`config.mk`:
```
export PLATFORM = sky130hd
export DESIGN_NAME = ia32_mov_lea_decoder_unit
export DESIGN_NICKNAME = d
export VERILOG_FILES = /design/src/rtl/core/ia32ml_pkg.sv /design/src/rtl/core/ia32ml_decode.sv /design/src/rtl/core/ia32_mov_lea_decoder_unit.sv
export SDC_FILE = /design/constraint.sdc
export NUM_CORES = 1
export LEC_CHECK = 0
export CAP_MARGIN = 20
export CELL_PAD_IN_SITES_DETAIL_PLACEMENT = 1
export CELL_PAD_IN_SITES_GLOBAL_PLACEMENT = 2
export CORE_ASPECT_RATIO = 1.1
export CORE_MARGIN = 4
export CORE_UTILIZATION = 47
export CTS_BUF_LIST = sky130_fd_sc_hd__clkbuf_4
export DETAILED_ROUTE_END_ITERATION = 8
export DONT_BUFFER_PORTS = 1
export PLACE_DENSITY_LB_ADDON = 0.08
export SYNTH_ARGS = -nofsm -noshare
export SYNTH_HDL_FRONTEND = slang
export SYNTH_HIERARCHICAL = 1
export SYNTH_SLANG_ARGS = --single-unit
```
`constraint.sdc`:
```
create_clock -name clock -period 15.8 [get_ports clock]
set_input_delay 3.16 -clock clock [delete_from_list [all_inputs] [get_ports clock]]
set_output_delay 3.16 -clock clock [all_outputs]
set_load 0.02 [all_outputs]
```
`src/rtl/core/ia32ml_pkg.sv`:
```
// Shared types and constants for the IA-32 move/lea decoder.
`default_nettype none

package ia32ml_pkg;

   // Opcode bytes of the supported subset
   localparam logic [7:0] OP_NOP      = 8'h90;
   localparam logic [7:0] OP_MOVI_LO  = 8'hb8;
   localparam logic [7:0] OP_MOVI_HI  = 8'hbf;
   localparam logic [7:0] OP_MOV_STORE = 8'h89;
   localparam logic [7:0] OP_MOV_LOAD = 8'h8b;
   localparam logic [7:0] OP_LEA      = 8'h8d;

   // ModRM / SIB special codes
   localparam logic [1:0] MOD_NODISP  = 2'd0;
   localparam logic [1:0] MOD_DISP8   = 2'd1;
   localparam logic [1:0] MOD_DISP32  = 2'd2;
   localparam logic [1:0] MOD_REG     = 2'd3;
   localparam logic [2:0] RM_SIB      = 3'd4;
   localparam logic [2:0] RM_DISP32   = 3'd5;
   localparam logic [2:0] SIB_NO_INDEX = 3'd4;
   localparam logic [2:0] SIB_NO_BASE = 3'd5;

   // Immediate and displacement sizes in bytes
   localparam logic [2:0] IMM32_BYTES = 3'd4;
   localparam logic [2:0] DISP8_BYTES = 3'd1;
   localparam logic [2:0] DISP32_BYTES = 3'd4;
   localparam logic [2:0] NO_BYTES    = 3'd0;

   typedef enum logic [1:0] {
      KIND_NOP  = 2'd0,
      KIND_MOVI = 2'd1,
      KIND_MOVR = 2'd2,
      KIND_LEA  = 2'd3
   } kind_type;

   typedef enum logic [1:0] {
      PH_OPCODE = 2'd0,
      PH_MODRM  = 2'd1,
      PH_SIB    = 2'd2,
      PH_VALUE  = 2'd3
   } phase_type;

   typedef enum logic {
      ST_OK     = 1'b0,
      ST_REJECT = 1'b1
   } status_type;

   typedef struct packed {
      logic [7:0] code_byte;
      logic       abandon;
   } req_type;

   typedef struct packed {
      status_type  status;
      kind_type    kind;
      logic [2:0]  dst_reg;
      logic [2:0]  src_reg;
      logic        has_base;
      logic [2:0]  base_num;
      logic        has_index;
      logic [2:0]  index_num;
      logic [1:0]  scale_shift;
      logic [31:0] value;
      logic [2:0]  length;
   } rsp_type;

endpackage

`default_nettype wire

```
`src/rtl/core/ia32ml_decode.sv`:
```
// Byte-serial decode state and per-byte decode logic.
`default_nettype none

module ia32ml_decode
   import ia32ml_pkg::*;
(
   input  wire logic    clock,
   input  wire logic    reset,
   input  wire logic    beat_accept,
   input  wire req_type req_data,
   output logic         res_valid,
   output rsp_type      res_data
);

   phase_type   phase_ff, phase_in, cur_phase;
   kind_type    kind_ff, kind_in;
   logic        dir_ff, dir_in;
   logic [1:0]  mod_ff, mod_in;
   logic [2:0]  reg_ff, reg_in;
   logic [2:0]  rm_ff, rm_in;
   logic [7:0]  sib_ff, sib_in;
   logic [31:0] acc_ff, acc_in;
   logic [2:0]  pend_ff, pend_in;
   logic [2:0]  cnt_ff, cnt_in;
   logic [7:0]  b;

   // Displacement size for the addressing form
   function automatic logic [2:0] disp_bytes(input logic [1:0] md, input logic [2:0] rm,
                                             input logic [7:0] sib);
      logic [2:0] n;
      n = NO_BYTES;
      if (md == MOD_DISP8) n = DISP8_BYTES;
      else if (md == MOD_DISP32) n = DISP32_BYTES;
      else if (rm == RM_DISP32) n = DISP32_BYTES;
      else if (rm == RM_SIB && sib[2:0] == SIB_NO_BASE) n = DISP32_BYTES;
      return n;
   endfunction

   // Build a finished lea result
   function automatic rsp_type lea_result(input logic [1:0] md, input logic [2:0] rm,
                                          input logic [7:0] sib, input logic [2:0] rg,
                                          input logic [31:0] val, input logic [2:0] len);
      rsp_type r;
      r = '0;
      r.status = ST_OK;
      r.kind   = KIND_LEA;
      r.dst_reg = rg;
      r.value  = val;
      r.length = len;
      if (rm == RM_SIB) begin
         r.scale_shift = sib[7:6];
         if (sib[5:3] != SIB_NO_INDEX) begin
            r.has_index = 1'b1;
            r.index_num = sib[5:3];
         end
         r.has_base = !(md == MOD_NODISP && sib[2:0] == SIB_NO_BASE);
         if (r.has_base) r.base_num = sib[2:0];
      end else begin
         r.has_base = !(md == MOD_NODISP && rm == RM_DISP32);
         if (r.has_base) r.base_num = rm;
      end
      return r;
   endfunction

   // Rejection result carries only the reject status and the length
   function automatic rsp_type reject_result(input logic [2:0] len);
      rsp_type r;
      r = '0;
      r.status = ST_REJECT;
      r.kind   = KIND_NOP;
      r.length = len;
      return r;
   endfunction

   assign b = req_data.code_byte;
   assign cur_phase = req_data.abandon ? PH_OPCODE : phase_ff;

   // Decode one byte against the held state
   always_comb begin
      phase_in  = phase_ff;
      kind_in   = kind_ff;
      dir_in    = dir_ff;
      mod_in    = mod_ff;
      reg_in    = reg_ff;
      rm_in     = rm_ff;
      sib_in    = sib_ff;
      acc_in    = acc_ff;
      pend_in   = pend_ff;
      cnt_in    = cnt_ff;
      res_valid = 1'b0;
      res_data  = '0;
      if (beat_accept) begin
         case (cur_phase)
            PH_MODRM: begin
               cnt_in = cnt_ff + 3'd1;
               mod_in = b[7:6];
               reg_in = b[5:3];
               rm_in  = b[2:0];
               if (kind_ff == KIND_MOVR) begin
                  res_valid = 1'b1;
                  phase_in  = PH_OPCODE;
                  if (mod_in != MOD_REG) begin
                     res_data = reject_result(cnt_in);
                  end else begin
                     res_data.status  = ST_OK;
                     res_data.kind    = KIND_MOVR;
                     res_data.dst_reg = dir_ff ? reg_in : rm_in;
                     res_data.src_reg = dir_ff ? rm_in : reg_in;
                     res_data.length  = cnt_in;
                  end
               end else if (mod_in == MOD_REG) begin
                  res_valid = 1'b1;
                  phase_in  = PH_OPCODE;
                  res_data  = reject_result(cnt_in);
               end else if (rm_in == RM_SIB) begin
                  phase_in = PH_SIB;
               end else begin
                  sib_in = '0;
                  acc_in = '0;
                  if (disp_bytes(mod_in, rm_in, sib_in) == NO_BYTES) begin
                     res_valid = 1'b1;
                     phase_in  = PH_OPCODE;
                     res_data  = lea_result(mod_in, rm_in, sib_in, reg_in, acc_in, cnt_in);
                  end else begin
                     pend_in  = disp_bytes(mod_in, rm_in, sib_in);
                     phase_in = PH_VALUE;
                  end
               end
            end
            PH_SIB: begin
               cnt_in = cnt_ff + 3'd1;
               sib_in = b;
               acc_in = '0;
               if (disp_bytes(mod_ff, rm_ff, sib_in) == NO_BYTES) begin
                  res_valid = 1'b1;
                  phase_in  = PH_OPCODE;
                  res_data  = lea_result(mod_ff, rm_ff, sib_in, reg_ff, acc_in, cnt_in);
               end else begin
                  pend_in  = disp_bytes(mod_ff, rm_ff, sib_in);
                  phase_in = PH_VALUE;
               end
            end
            PH_VALUE: begin
               cnt_in = cnt_ff + 3'd1;
               if (kind_ff == KIND_LEA && mod_ff == MOD_DISP8) acc_in = {{24{b[7]}}, b};
               else acc_in = {b, acc_ff[31:8]};
               if (pend_ff > 3'd1) begin
                  pend_in = pend_ff - 3'd1;
               end else begin
                  pend_in   = '0;
                  res_valid = 1'b1;
                  phase_in  = PH_OPCODE;
                  if (kind_ff == KIND_LEA) begin
                     res_data = lea_result(mod_ff, rm_ff, sib_ff, reg_ff, acc_in, cnt_in);
                  end else begin
                     res_data.status  = ST_OK;
                     res_data.kind    = KIND_MOVI;
                     res_data.dst_reg = reg_ff;
                     res_data.value   = acc_in;
                     res_data.length  = cnt_in;
                  end
               end
            end
            default: begin
               // new opcode: drop all held fields
               cnt_in  = 3'd1;
               kind_in = KIND_NOP;
               dir_in  = 1'b0;
               mod_in  = '0;
               reg_in  = '0;
               rm_in   = '0;
               sib_in  = '0;
               acc_in  = '0;
               pend_in = '0;
               phase_in = PH_OPCODE;
               if (b == OP_NOP) begin
                  res_valid       = 1'b1;
                  res_data.status = ST_OK;
                  res_data.kind   = KIND_NOP;
                  res_data.length = cnt_in;
               end else if (b >= OP_MOVI_LO && b <= OP_MOVI_HI) begin
                  kind_in  = KIND_MOVI;
                  reg_in   = b[2:0];
                  pend_in  = IMM32_BYTES;
                  phase_in = PH_VALUE;
               end else if (b == OP_MOV_STORE || b == OP_MOV_LOAD) begin
                  kind_in  = KIND_MOVR;
                  dir_in   = (b == OP_MOV_LOAD);
                  phase_in = PH_MODRM;
               end else if (b == OP_LEA) begin
                  kind_in  = KIND_LEA;
                  phase_in = PH_MODRM;
               end else begin
                  res_valid = 1'b1;
                  res_data  = reject_result(cnt_in);
               end
            end
         endcase
      end
   end

   // Hold decode state
   always_ff @(posedge clock) begin
      if (reset) begin
         phase_ff <= PH_OPCODE;
         kind_ff  <= KIND_NOP;
         dir_ff   <= 1'b0;
         mod_ff   <= '0;
         reg_ff   <= '0;
         rm_ff    <= '0;
         sib_ff   <= '0;
         acc_ff   <= '0;
         pend_ff  <= '0;
         cnt_ff   <= '0;
      end else begin
         phase_ff <= phase_in;
         kind_ff  <= kind_in;
         dir_ff   <= dir_in;
         mod_ff   <= mod_in;
         reg_ff   <= reg_in;
         rm_ff    <= rm_in;
         sib_ff   <= sib_in;
         acc_ff   <= acc_in;
         pend_ff  <= pend_in;
         cnt_ff   <= cnt_in;
      end
   end

endmodule

`default_nettype wire

```
`src/rtl/core/ia32_mov_lea_decoder_unit.sv`:
```
// A result reaches rsp through the output register, or first the skid register.
// Throughput: one code byte per cycle while req_stall is low; the per-byte decode
// is a single combinational pass. A result register plus one skid register keep
// req open while rsp is stalled once. Reset (synchronous, active high) empties both result
// registers and returns the decoder to expecting an opcode with all held fields cleared.
`default_nettype none

module ia32_mov_lea_decoder_unit
   import ia32ml_pkg::*;
(
   input  wire logic    clock,
   input  wire logic    reset,
   input  wire logic    req_valid,
   output logic         req_stall,
   input  wire req_type req_data,
   output logic         rsp_valid,
   input  wire logic    rsp_stall,
   output rsp_type      rsp_data
);

   logic    beat_accept;
   logic    res_valid;
   rsp_type res_data;
   logic    out_valid_ff, out_valid_in;
   rsp_type out_data_ff, out_data_in;
   logic    skid_valid_ff, skid_valid_in;
   rsp_type skid_data_ff, skid_data_in;
   logic    out_take;

   assign req_stall   = skid_valid_ff;
   assign beat_accept = req_valid && !req_stall;
   assign out_take    = out_valid_ff && !rsp_stall;
   assign rsp_valid   = out_valid_ff;
   assign rsp_data    = out_data_ff;

   ia32ml_decode u_decode (
      .clock       (clock),
      .reset       (reset),
      .beat_accept (beat_accept),
      .req_data    (req_data),
      .res_valid   (res_valid),
      .res_data    (res_data)
   );

   // Steer new results into the output or skid register
   always_comb begin
      out_valid_in  = out_valid_ff;
      out_data_in   = out_data_ff;
      skid_valid_in = skid_valid_ff;
      skid_data_in  = skid_data_ff;
      if (skid_valid_ff) begin
         if (out_take) begin
            out_data_in   = skid_data_ff;
            skid_valid_in = 1'b0;
         end
      end else if (res_valid) begin
         if (!out_valid_ff || out_take) begin
            out_valid_in = 1'b1;
            out_data_in  = res_data;
         end else begin
            skid_valid_in = 1'b1;
            skid_data_in  = res_data;
         end
      end else if (out_take) begin
         out_valid_in = 1'b0;
      end
   end

   // Advance result registers
   always_ff @(posedge clock) begin
      if (reset) begin
         out_valid_ff  <= 1'b0;
         skid_valid_ff <= 1'b0;
      end else begin
         out_valid_ff  <= out_valid_in;
         skid_valid_ff <= skid_valid_in;
      end
      out_data_ff  <= out_data_in;
      skid_data_ff <= skid_data_in;
   end

`ifndef SYNTHESIS
   // skid register fills only behind a full output register
   a_skid_behind_out: assert property (@(posedge clock) disable iff (reset)
      skid_valid_ff |-> out_valid_ff)
      else $error("skid register valid while output register empty");

   // a result taken while the output is stalled lands in the skid register
   a_stalled_result_kept: assert property (@(posedge clock) disable iff (reset)
      res_valid && out_valid_ff && rsp_stall |=> skid_valid_ff)
      else $error("result dropped under output stall");

   // rejections are one or two bytes long
   a_reject_length: assert property (@(posedge clock) disable iff (reset)
      rsp_valid && rsp_data.status == ST_REJECT |->
      rsp_data.length == 3'd1 || rsp_data.length == 3'd2)
      else $error("rejection with bad length");

   // mov immediate always spans five bytes
   a_movi_length: assert property (@(posedge clock) disable iff (reset)
      rsp_valid && rsp_data.status == ST_OK && rsp_data.kind == KIND_MOVI |->
      rsp_data.length == 3'd5)
      else $error("mov immediate with bad length");
`endif

endmodule

`default_nettype wire
```
==> flow_metrics.tcl, run 1 <==
set metrics [dict create \
    clock-skew-final_ps 17.3 \
    synth_edf_count 108 \
    initial_core_util_pct 48.6 \
    grt_max_degree 60 \
    min_path_type "flip-flop to flip-flop" \
    synth_seq_cells 161 \
    synth.distinct_cells 72 \
    gp_congestion 0.867 \
    dr.pass1.iters 7 \
    p_leak_nw 2.51 \
    start_kind "input pin" \
    synth.net_count 678 \
    drive_above_1_share_pct 17.3 \
    grt_pass1_vias 5240 \
    drv_cap 0 \
    p_switching_uw 229 \
    clk_latency_ps 570 \
    irDropWorstVdd_mv 0.0406 \
    cts_resized 0 \
    synth_area_sq_mm 0.00740 \
    grt_use_total_pct 22.5 \
    cts_tree "done" \
    gr-total-overflow 0 \
    rsz0062_at_grt "false" \
    syn_area_per_cell_sq_um 11.2 \
    core_area_sq_mm 0.0152 \
    layout-area-overhead-vs-synth_pct 5.14 \
    tightest_slew_ps 1090 \
    crit_fanout 54 \
    die_h_microns 140 \
    drc 0 \
    die_x_microns 128 \
    required_ps 16010 \
    place_hpwl_microns 13200 \
    internal-power_uw 591 \
    finish.utilization_pct 51.1 \
    crit_chain "nand3b_2 > or3_1 > o21ai_2 > o311a_1 > nand2b_1 > a21boi_4 > buf_4" \
    ys_async_sr_fraction_pct 0 \
    status "completed" \
    power_frac_seq_pct 61.3 \
    setup_viol 0 \
    cts_max_path_buffers 2 \
    numCtsBuffers 17 \
    vias 5202 \
    die_area_sq_mm 0.0178 \
    relSlewSlack_pct 26.7 \
    period_needed_ps 5280 \
    endpoint_kind "flip-flop" \
    crit_arrival_ps 5490 \
    final_nets 656 \
    switching_share_pct 27.9 \
    wl_per_cell_microns 22.9 \
    cts-hold-fix-buffers 0 \
    cts_max_level 4 \
    ys.flop_type "edfxtp_1" \
    clkPwrFrac_pct 31.6 \
    port_buffers 0 \
    finalHoldViolCount 0 \
    yosysWarnings 6 \
    cts.sinks 161 \
    path_class "input pin to flip-flop" \
    yosysSeqAreaShare_pct 58.1 \
    rows 47 \
    clk_pin_slew_ps 140 \
    grt_first_pass_wirelength_microns 31000 \
    max_stage_delay_ps 610 \
    syn_inst 662 \
    fin_crit_sh_pct 33.4 \
    slowest_stage "buf_4" \
    io_pins 69 \
    slew_viol_final 0 \
    antenna_found_initial 1 \
    antenna_left 0 \
    combinationalPowerShare_pct 7.1 \
    powerDensity_mw_per_mm2 105 \
    finalSetupTns_ps 0 \
    fmax_mhz 190 \
    avgViaCountPerCell 6.10 \
    drt_iter0_drc 470 \
    cts_root_buf "clkbuf_4" \
    routed_wl_microns 19600 \
    postCtsSetupBuffers 0 \
]
==> worst paths after layout <==
path	to	cells past startpoint	from	slack (ps)
min	u_decode/acc_ff[25]	2	u_decode/acc_ff[25]	470
max	rsp_data[23]	7	req_data[0]	10520
min reg2reg	u_decode/acc_ff[25]	2	u_decode/acc_ff[25]	470
max reg2reg	rsp_data[26]	9	req_stall	12230
==> cells in the mapped netlist, drive strengths merged, types with 4 or more instances <==
library cell | number | share of area [%]
nor2b | 5 | 0.42
dfxtp | 53 | 14
nor2 | 122 | 6.3
nand4 | 5 | 0.42
nand3b | 7 | 0.76
nor4 | 25 | 2.3
a22oi | 14 | 1.4
mux2 | 54 | 8.5
nand2 | 51 | 2.8
nand2b | 7 | 0.59
a21oi | 54 | 3.7
mux2i | 4 | 0.54
o21ai | 12 | 0.86
clkbuf | 22 | 1.1
xnor2 | 4 | 0.47
or3 | 5 | 0.42
inv | 7 | 0.35
nand3 | 8 | 0.61
a31oi | 4 | 0.54
nor3 | 12 | 0.95
edfxtp | 108 | 44
buf | 25 | 2.3
==> routing by layer <==
metal	wire length, microns	vias to the layer above	GRT usage (%)
li1	-	2400	-
met3	924	21	4.94
met1	9410	2631	33.3
met2	8980	150	33.4
met5	0	-	0
met4	260	0	6.48
==> worst max-delay path: cells and delay by family <==
kind,cells,cell delay (ps)
and+or+nand+nor,3,1030
AOI/OAI and AO/OA,3,640
buffers and inverters,1,610
==> final cells by class <==
class,instances,area (sq um)
Fill cell,1631,7450
Sequential cell,161,4310
Multi-Input combinational cell,447,2840
Tap cell,196,245
Clock inverter,15,178
Clock buffer,17,128
Timing Repair Buffer,6,52.6
Inverter,7,26.3
Antenna cell,4,10.0
==> through the flow <==
step           std cells  total power [mW]  instance area [sq um]  hold WS [ps]  worst slack [ps]
6_report             853             0.821                   7780           471             10520
3_3_place_gp         816             0.567                   7450           436             10060
3_5_place_dp         817             0.572                   7470           449              9960
4_1_cts              849             0.833                   7770           468             10600
5_1_grt              853             0.859                   7780           476             10460
2_1_floorplan        662             0.560                   7400           432              7040
==> flip-flops by register name (all words and copies together), names as in the netlist, 2 cells and up <==
| signal | count |
|---|---|
| rsp_data | 54 |
| skid_data_ff | 54 |
| u_decode/acc_ff | 24 |
| u_decode/cnt_ff | 3 |
| u_decode/kind_ff | 2 |
| u_decode/mod_ff | 2 |
| u_decode/pend_ff | 3 |
| u_decode/phase_ff | 2 |
| u_decode/reg_ff | 3 |
| u_decode/rm_ff | 3 |
| u_decode/sib_ff | 8 |
==> layout by cell type, fill, tap and decap left out, types with 5 or more instances in the layout <==
master	n
a21oi_1	54
a22oi_1	14
buf_4	5
clkbuf_4	17
dfxtp_1	52
edfxtp_1	108
inv_1	7
mux2_2	48
mux2_4	6
nand2_1	50
nand2b_1	7
nand3_1	7
nand3b_1	6
nand4_1	5
nor2_1	119
nor2b_1	5
nor3_1	10
nor4_1	24
o21ai_0	10
or3_1	5
==> kinds of logic (layout without fill, tap and decap cells) <==
logic type	Yosys count	count (layout)	synth area share, %
multiplexers	58	58	9.06
XOR/XNOR	5	5	0.591
other	0	4	0
AO/OA/AOI/OAI	117	117	10.5
AND/OR/NAND/NOR	263	263	17.3
flip-flops	161	161	58.1
buffers and inverters	54	45	3.77
adder cells (fa/ha/maj)	4	4	0.642
==> power by group through the flow <==
stage / clock network, mW / registers [mW] / logic [mW]
6_report: 0.259 / 0.503 / 0.0586
5_1_grt: 0.290 / 0.505 / 0.0638
4_1_cts: 0.271 / 0.504 / 0.0586
3_5_place_dp: 0 / 0.513 / 0.0585
3_3_place_gp: 0 / 0.511 / 0.0559
2_1_floorplan: 0 / 0.510 / 0.0500
No activity file was read; power rests on OpenSTA's default activity.
==> inputs of run 2 (changes only) <==
--- a/config.mk
+++ b/config.mk
@@ -5,12 +5,13 @@
 export SDC_FILE = /design/constraint.sdc
 export NUM_CORES = 1
 export LEC_CHECK = 0
+export ABC_AREA = 1
 export CAP_MARGIN = 20
 export CELL_PAD_IN_SITES_DETAIL_PLACEMENT = 1
 export CELL_PAD_IN_SITES_GLOBAL_PLACEMENT = 2
 export CORE_ASPECT_RATIO = 1.1
 export CORE_MARGIN = 4
-export CORE_UTILIZATION = 47
+export CORE_UTILIZATION = 36
 export CTS_BUF_LIST = sky130_fd_sc_hd__clkbuf_4
 export DETAILED_ROUTE_END_ITERATION = 8
 export DONT_BUFFER_PORTS = 1
==> constraint.sdc (replaced) <==
create_clock -name clock -period 4.45 [get_ports clock]
set_input_delay 0.89 -clock clock [delete_from_list [all_inputs] [get_ports clock]]
set_output_delay 0.89 -clock clock [all_outputs]
set_load 0.02 [all_outputs]
==> flow_metrics.tcl, run 2 <==
set metrics [dict create \
    start_kind "flip-flop" \
    final_cell_mix "nand2_1, nor2_1, edfxtp_1" \
    holdWs_ps 380 \
    vias 5762 \
    dp.cells 1112 \
    place_area_sq_mm 0.00771 \
    synth.distinct_cells 36 \
    drc 0 \
    p_leak_nw 3.00 \
    synth.top_cell.area_share_pct 42.7 \
    layout_commonest_cell "nand2_1" \
    postCtsSetupBuffers 0 \
    place_hpwl_microns 14800 \
    routed_wl_microns 20800 \
    grt_use_total_pct 18.0 \
    final_nets 891 \
    antenna_left 0 \
    ff_latch_area_sq_mm 0.00431 \
    relSlewSlack_pct 44.2 \
    layout-area-overhead-vs-synth_pct 5.34 \
    cts-hold-fix-buffers 0 \
    setup_viol 0 \
    tightest_slew_ps 835 \
    io_pins 69 \
    grt_max_degree 60 \
    cts_tree "done" \
    final_cells 1145 \
    synth_area_sq_mm 0.00759 \
    gr-total-overflow 0 \
    ys.flop_type "edfxtp_1" \
    syn_inst 890 \
    core_area_sq_mm 0.0206 \
    numCtsBuffers 17 \
    avgViaCountPerCell 5.03 \
    grt_first_pass_wirelength_microns 33500 \
    period_needed_ps 3000 \
    gp_congestion 0.857 \
    synth_most_common_cell "nand2_1" \
    yosysWarnings 6 \
    grt_pass1_vias 6054 \
    synth_seq_cells 161 \
    status "completed" \
    irDropWorstVdd_mv 0.148 \
    synth_area_leaders "edfxtp_1, nand2_1, dfxtp_1, nor2_1, a21oi_1" \
    drive_above_1_share_pct 9.35 \
    rsz0062_at_grt "false" \
    drt_iter0_drc 272 \
    cts.sinks 161 \
    yosysSeqAreaShare_pct 56.7 \
    cts_max_path_buffers 2 \
    slew_viol_final 0 \
    cts_resized 0 \
    path_class "flip-flop to flip-flop" \
    die_h_microns 160 \
    ff2ff_setup_slack_ps 1450 \
    drv_cap 0 \
    required_ps 4700 \
    crit_chain "inv_1 > ha_1 > o21bai_1 > nand2_1 > inv_1 > nand2_1 > nand2_2 > inv_1 > nand3_1 > nand2_1 > nor2_1 > inv_1 > nor2_4 > nand2_2 > inv_2 > buf_4" \
    clk_latency_ps 550 \
    grt_use_met2_pct 30.2 \
    initial_core_util_pct 36.8 \
    dr.pass1.iters 4 \
    cts_max_level 4 \
    synth.net_count 906 \
    netlist_top_cells_count "nand2_1, nor2_1, edfxtp_1, a21oi_1, dfxtp_1" \
    die_area_sq_mm 0.0235 \
    multi_input_area_sq_mm 0.00279 \
    nFillCells 2471 \
    cts_root_buf "clkbuf_4" \
    finalSetupTns_ps 0 \
    wl_per_cell_microns 18.2 \
    ys_async_sr_fraction_pct 0 \
    yosys.area.top_type "edfxtp_1" \
    fmax_mhz 333 \
    grtUsageMet3_pct 3.41 \
    clk_pin_slew_ps 140 \
    die_x_microns 146 \
    crit_arrival_ps 3250 \
    rows 55 \
    use_met1_pct 24.7 \
    crit_fanout 25 \
    cp_common_cell "inv_1" \
    finalHoldViolCount 0 \
    fin_crit_sh_pct 67.5 \
    max_stage_delay_ps 390 \
    antenna_found_initial 1 \
    clock-skew-final_ps 22.1 \
    powerDensity_mw_per_mm2 364 \
    syn_area_per_cell_sq_um 8.53 \
    busiest_layer "met2" \
    min_path_type "input pin to flip-flop" \
    stdcell_area_sq_mm 0.00800 \
    synth_edf_count 108 \
    endpoint_kind "flip-flop" \
    slowest_stage "inv_2" \
    port_buffers 0 \
]
run 2: cell types whose count changed in the layout (fill, tap and decap cells not counted), moves of 7 or more:
| cell | before | now |
|---|---|---|
| nor2_1 | 119 | 135 |
| mux2_2 | 48 | 0 |
| inv_2 | 0 | 11 |
| nand2_1 | 50 | 308 |
| nor4_1 | 24 | 1 |
| o21ai_0 | 10 | 28 |
| a22oi_1 | 14 | 0 |
| nand3_1 | 7 | 38 |
| nand2b_1 | 7 | 0 |
| nor3_1 | 10 | 3 |
| inv_1 | 7 | 50 |
| nand2_2 | 0 | 9 |
run 2: layout make-up:
class                      count  area share, %
clock buffer                  18           1.69
multi-input combinational    627           34.9
tap                          256           4.00
timing repair buffer           5          0.626
antenna                        1         0.0313
sequential                   161           53.8
clock inverter                14           1.94
inverter                      63           3.00
run 2: path summary, 6_finish.rpt:
| check | startpoint | end | depth (start not counted) |
|---|---|---|---|
| max | u_decode/pend_ff[1] | skid_data_ff[31] | 16 |
| min | reset | req_stall | 1 |
| max reg2reg | u_decode/pend_ff[1] | skid_data_ff[31] | 16 |
| min reg2reg | u_decode/acc_ff[22] | u_decode/acc_ff[22] | 2 |
run 2: kinds of logic (layout without fill, tap and decap cells):
logic type	count (synthesis)	in the layout	synth area share, %
xor+xnor	2	2	0.231
other cells	0	1	0
fa+ha+maj	3	3	0.494
compound gates	100	100	7.12
simple gates	522	522	28.8
buf+inv	102	100	6.72
flops	161	161	56.7
run 2: worst max-delay path, delay by kind of cell (launching register included):
| family | cells | cell delay, ps |
|---|---|---|
| buf+inv | 6 | 1190 |
| simple gates | 8 | 870 |
| flops | 1 | 360 |
| fa+ha+maj | 1 | 150 |
| compound gates | 1 | 120 |
run 2: per-layer routing:
metal | wire (microns) | share of wire [%] | vias to the layer above
li1 | - | - | 2855
met1 | 9960 | 48 | 2833
met2 | 10200 | 49 | 66
met3 | 444 | 2.1 | 8
met4 | 152 | 0.73 | 0
met5 | 0 | 0 | -
run 2: power by group:
part           switching, mW  leakage (nW)  internal, mW  total, mW
clock                  0.559         0.155         0.350      0.909
sequential            0.0893          1.39          1.68       1.77
combinational          0.172          1.46        0.0566      0.228
total                  0.820          3.00          2.09       2.91
run 2: stage by stage:
stage	total power, mW	setup slack [ps]	util (%)
5_1_grt	3.06	1160	38.8
4_1_cts	2.96	1440	38.7
2_1_floorplan	1.98	543	-
3_3_place_gp	2.03	1150	37.3
3_5_place_dp	2.04	1060	37.3
6_report	2.91	1450	38.8
